**src/rtl/tse_fifo.sv**
```systemverilog
// Short register queue between front and back end.
// No dependencies.
`default_nettype none
module tse_fifo #(
    parameter int WIDTH = 8,
    parameter int DEPTH = 8
) (
    input  wire logic             i_clk,
    input  wire logic             i_rst_n,
    input  wire logic             i_push,
    input  wire logic [WIDTH-1:0] i_data,
    input  wire logic             i_pop,
    output logic                  o_nempty,
    output logic [WIDTH-1:0]      o_data
);
    localparam int AW = (DEPTH > 1) ? $clog2(DEPTH) : 1;
    localparam int CW = $clog2(DEPTH + 1);

    logic [WIDTH-1:0] r_mem [0:DEPTH-1];
    logic [AW-1:0]    r_wp, r_rp;
    logic [CW-1:0]    r_cnt;

    always_ff @(posedge i_clk) begin
        if (i_push) begin
            r_mem[r_wp] <= i_data;
        end
    end

    always_ff @(posedge i_clk) begin
        if (!i_rst_n) begin
            r_wp  <= '0;
            r_rp  <= '0;
            r_cnt <= '0;
        end else begin
            if (i_push) begin
                r_wp <= (r_wp == AW'(DEPTH - 1)) ? '0 : r_wp + AW'(1);
            end
            if (i_pop) begin
                r_rp <= (r_rp == AW'(DEPTH - 1)) ? '0 : r_rp + AW'(1);
            end
            r_cnt <= r_cnt + CW'(i_push) - CW'(i_pop);
        end
    end

    assign o_nempty = (r_cnt != '0);
    assign o_data   = r_mem[r_rp];
endmodule
`default_nettype wire

```
**config.mk**
```make
export PLATFORM = sky130hd
export DESIGN_NAME = tse_fifo
export DESIGN_NICKNAME = d
export VERILOG_FILES = /design/src/rtl/tse_fifo.sv
export SDC_FILE = /design/constraint.sdc
export NUM_CORES = 1
export LEC_CHECK = 0
export ABC_AREA = 0
export BUFFER_PORTS_ARGS = -buffer_cell sky130_fd_sc_hd__buf_2
export CAP_MARGIN = 10
export CORE_MARGIN = 4
export CORE_UTILIZATION = 62
export DETAILED_ROUTE_END_ITERATION = 10
export PLACE_DENSITY_LB_ADDON = 0.15
export REMOVE_ABC_BUFFERS = 1
export SLEW_MARGIN = 20
export SYNTH_ARGS = -nofsm -noshare
export SYNTH_HDL_FRONTEND = slang
export SYNTH_SLANG_ARGS = --single-unit
```
**constraint.sdc**
```tcl
create_clock -name i_clk -period 3.4 [get_ports i_clk]
set_input_delay 0.68 -clock i_clk [delete_from_list [all_inputs] [get_ports i_clk]]
set_output_delay 0.68 -clock i_clk [all_outputs]
set_load 0.05 [all_outputs]
```
# == Yosys cells after proc, flatten, opt, wreduce, memory -nomap -nowiden ==
# Memory sizes are Yosys's and may differ from the RTL's. A register that Yosys moved wholly into a read port is not among the register bits.
# Cells that the tools add are included.
# word_totals
reg_bits,10
latchBits,0
mem_bits_rw,64
rom_bits,0
input_bits,12
output_inout_bits,9
n_memories,1
# op_classes
add_sub_neg,4
multipliers,0
div,0
magnitude_cmp,0
n_eq_ne,2
shifts,0
muxes,6
n_bitwise,0
reduce_logical,1
# memory_table
memory,depth,width,read_ports,rd_clocked_by_memory_dff,write_ports,line_no,rtl
r_mem,8,8,1,1,1,19,logic [WIDTH-1:0] r_mem [0:DEPTH-1];
# ops
op,count
3-bit two-way mux,4
3-bit by 1-bit adder with 3-bit output (second input constant),2
3-bit equality test (second input constant),2
4-bit by 1-bit adder with 4-bit output,1
4-bit nonzero test,1
4-bit by 1-bit subtractor with 4-bit output,1
1-bit two-way mux,2

# == Depth between registers and ports, before layout ==
# logic_depth
depth_word,4
depth_mapped,7
ltp_nobuf,7

# == Worst setup path after synthesis ==
# OpenSTA, ideal clock, no wires.
# synth_timing
kind,register -> output
from,reg with a tool-made name
to,out o_data[1]
arrival_ns,1.481
path_slack_ns,1.239
stages_incl_launch_ff,5
path_cell_list,dfxtp_1 -> buf_6 -> buf_12 -> mux4_1 -> mux2_2
# synth_rtl
item,line_no,rtl
"end, declared",14,output logic [WIDTH-1:0] o_data

==> flow_metrics.tcl <==
set metrics [dict create \
    outcome "complete, no violations" \
    gr-usage-met1_pct 22.5 \
    synth_area_in_compound_gates_pct 1.20 \
    route.vias.total 1476 \
    route.detailed.drc 0 \
    critPathBufInv 2 \
    type_of_the_tightest_min_delay_check "register to register" \
    yosysTopAreaCellShare_pct 61.5 \
    dpl.hpwl_mm 3.21 \
    synthSimpleGateAreaFrac_pct 4.77 \
    detailed_place.area_um2 3280 \
    synth-adder-area-share_pct 4.25 \
    worstPathArrival_ns 1.97 \
    count_of_yosys_warnings_during_synthesis 0 \
    number_of_cts_inserted_buffers 9 \
    cts.reportedPaths.clkPinSlew_ns 0.06 \
    initial_antenna_violation_count 0 \
    share_of_synthesized_area_occupied_by_flip_flops_and_latches_pct 69.8 \
    grt_use_met3_pct 4.42 \
    timing.setup.tns_ns 0 \
    cts-hold-fix-buffers 0 \
    post_synth_instance_area_um2 3120 \
    worstSetupPathType "register to output pin" \
    layout.nets 214 \
    relSlewSlack_pct 40.5 \
    grt_pass1_vias 1550 \
    post_route_cells_drive_above_1_share_pct 22.3 \
    post_cts.resized_instances 0 \
    globalRouteMet2Util_pct 29.3 \
    1st_pass_router_iterations 4 \
    netlist_top_cells_count "64 x sky130_fd_sc_hd__edfxtp_1, 15 x sky130_fd_sc_hd__mux4_1, 13 x sky130_fd_sc_hd__dfxtp_1" \
    largest_family_of_logic_cells_by_synthesized_area "multiplexers" \
    fmax_mhz 377 \
    ctsHtreeMaxLevel 3 \
    path_delay_family "multiplexers" \
    grt_first_pass_wirelength_mm 7.92 \
    critPathSlowestCell "sky130_fd_sc_hd__mux4_1" \
    synth_flop_cell "sky130_fd_sc_hd__edfxtp_1" \
    ant_nets 0 \
    gr-max-usage-layer "met2" \
    io_buffer_count 20 \
    drt_iter0_drc 83 \
    worst_skew_pair.late_latency_ns 0.33 \
    cp-start-kind "register" \
    power_mw 1.92 \
    parity_gate_share_of_the_synthesized_area_counting_xor_and_xnor_cells_pct 0.280 \
    flow.area_growth_from_synthesis_pct 10.3 \
    series_of_cell_instances_along_the_critical_path "buf_4 > mux4_1 > mux2_2 > buf_2" \
    synth.lib_cells_used.distinct 28 \
    route.final.wire_length_mm 4.83 \
    die_height_um 79.0 \
    setup_viol 0 \
    synth_area_leader_cell "sky130_fd_sc_hd__edfxtp_1" \
    worst_slew_pin_slew_ns 0.889 \
    synth_seq_cells 77 \
    die_area_um2 6240 \
    post_route_fraction_of_the_period_consumed_by_the_critical_path_pct 78.0 \
    grt.total_usage_pct 17.7 \
    critPathMaxFanout 16 \
    number_of_top_level_pins 21 \
    ir_worst_vdd_v 0.000373 \
    via_per_inst 5.59 \
    worst_clock_skew_ns 0.00638 \
    post_layout_instance_area_um2 3450 \
    number_of_synthesized_flops_with_an_enable_pin 64 \
    core_area_um2 4820 \
    post_synth_main_area_contributors "sky130_fd_sc_hd__edfxtp_1 62%, sky130_fd_sc_hd__mux4_1 13%, sky130_fd_sc_hd__dfxtp_1 8.3%" \
    p_per_area_nw_per_um2 557 \
    antennaDiodeCount 0 \
    min_cycle_time_layout_ns 2.65 \
    detail_route.wl_per_cell_um 18.3 \
    post_cts.repair.setup_buffers 0 \
    fillerInstances 323 \
    grt_max_degree 17 \
    last_weighted_congestion_value_of_the_routability_driven_placer 0.700 \
    synthMuxAreaShare_pct 17.2 \
    die_width_um 79.0 \
    power.leakage_nw 1.22 \
    timing_max_transition_violations_final 0 \
    overflow 0 \
    max_capacitance_violation_total 0 \
    syn-mean-instance-area_um2 19.1 \
    cts_max_path_buffers 2 \
    cp_data_required_time_ns 2.72 \
    asyncSetResetFlopFracSynth_pct 0 \
    cts_num_sinks 77 \
    synthCells 164 \
    ctsRootBufferMaster "sky130_fd_sc_hd__clkbuf_8" \
    cts_tree "done" \
    rows 25 \
    crit_path_end_kind "output pin" \
    rsz0062_at_grt "false" \
    worst_path_largest_cell_delay_ns 0.59 \
    hold_viol_final 0 \
    synthMostInstantiatedCell "sky130_fd_sc_hd__edfxtp_1" \
    initial_utilization_pct 64.9 \
]
==> logic make-up after synthesis <==
kind of cell / count (synthesis)
AND/OR/NAND/NOR: 29
adder cells (fa/ha/maj): 10
multiplexers: 27
AO/OA/AOI/OAI: 6
XOR/XNOR: 1
buffers and inverters: 14
flip-flops: 77
==> metal layers <==
| metal | part of all wire (%) | vias up |
|---|---|---|
| li1 | - | 701 |
| met2 | 51 | 26 |
| met1 | 45 | 744 |
| met3 | 3.2 | 5 |
| met4 | 1.0 | 0 |
| met5 | 0 | - |
==> report_power, final <==
| part | total, mW | internal [mW] | switching, mW |
|---|---|---|---|
| clock network | 0.576 | 0.284 | 0.292 |
| registers | 1.07 | 1.06 | 0.0157 |
| logic | 0.271 | 0.106 | 0.164 |
==> layout by cell type, fill, tap and decap left out, drive strengths merged <==
cell     n
o21a     1
a21o     1
a21oi    1
dfxtp   13
and2     6
buf     23
nor3     2
mux4    16
mux2i    3
nand2    6
xor2     1
ha       9
o22ai    2
clkbuf  14
inv      8
nand2b   4
fa       1
nor2b    3
mux2     8
o21ai    1
nor3b    1
nor2     6
clkinv   2
nand3    1
edfxtp  64
==> registers in the layout (all words and copies together), names as in the netlist, named ones only <==
register  count
r_mem        64
r_rp          3
r_cnt         4
r_wp          3
==> path summary, 6_finish.rpt <==
path / slack (ns) / from / end / cells past startpoint
hold / removal: 0.57 / r_rp[2]$_SDFFE_PN0P_ / r_rp[2]$_SDFFE_PN0P_ / 2
setup / recovery: 0.75 / register / o_data[7] / 4
setup reg to reg: 1.76 / r_wp[2]$_SDFFE_PN0P_ / r_mem[5][2]$_DFFE_PP_ / 2
hold reg to reg: 0.57 / r_rp[2]$_SDFFE_PN0P_ / r_rp[2]$_SDFFE_PN0P_ / 2
==> worst reg2reg max path: stages (launching register included) <==
cell and delay, ns:
sky130_fd_sc_hd__dfxtp_1 0.44, sky130_fd_sc_hd__nand2_1 0.12, sky130_fd_sc_hd__nor2_1 0.69
==> through the flow <==
stage	utilization, %	hold WS [ns]	setup WS, ns	instances
after global routing	71.5	0.611	0.646	264
after detailed placement	68.2	0.550	1.08	248
after CTS	71.5	0.572	0.709	264
final	71.5	0.572	0.747	264
after global placement	68.2	0.548	1.09	248
after floorplan	-	0.513	1.01	158
==> cell type report <==
class                   instances  area, µm²  area share, %
flip-flops and latches         77       2180           63.3
multi-input cells              73        865           25.1
clock buffers                  14        153           4.43
repair buffers                 23        123           3.56
well taps                      67       83.8           2.43
inverters                       8       30.0          0.871
clock inverters                 2       10.0          0.290
No activity file was read; power rests on OpenSTA's default activity.
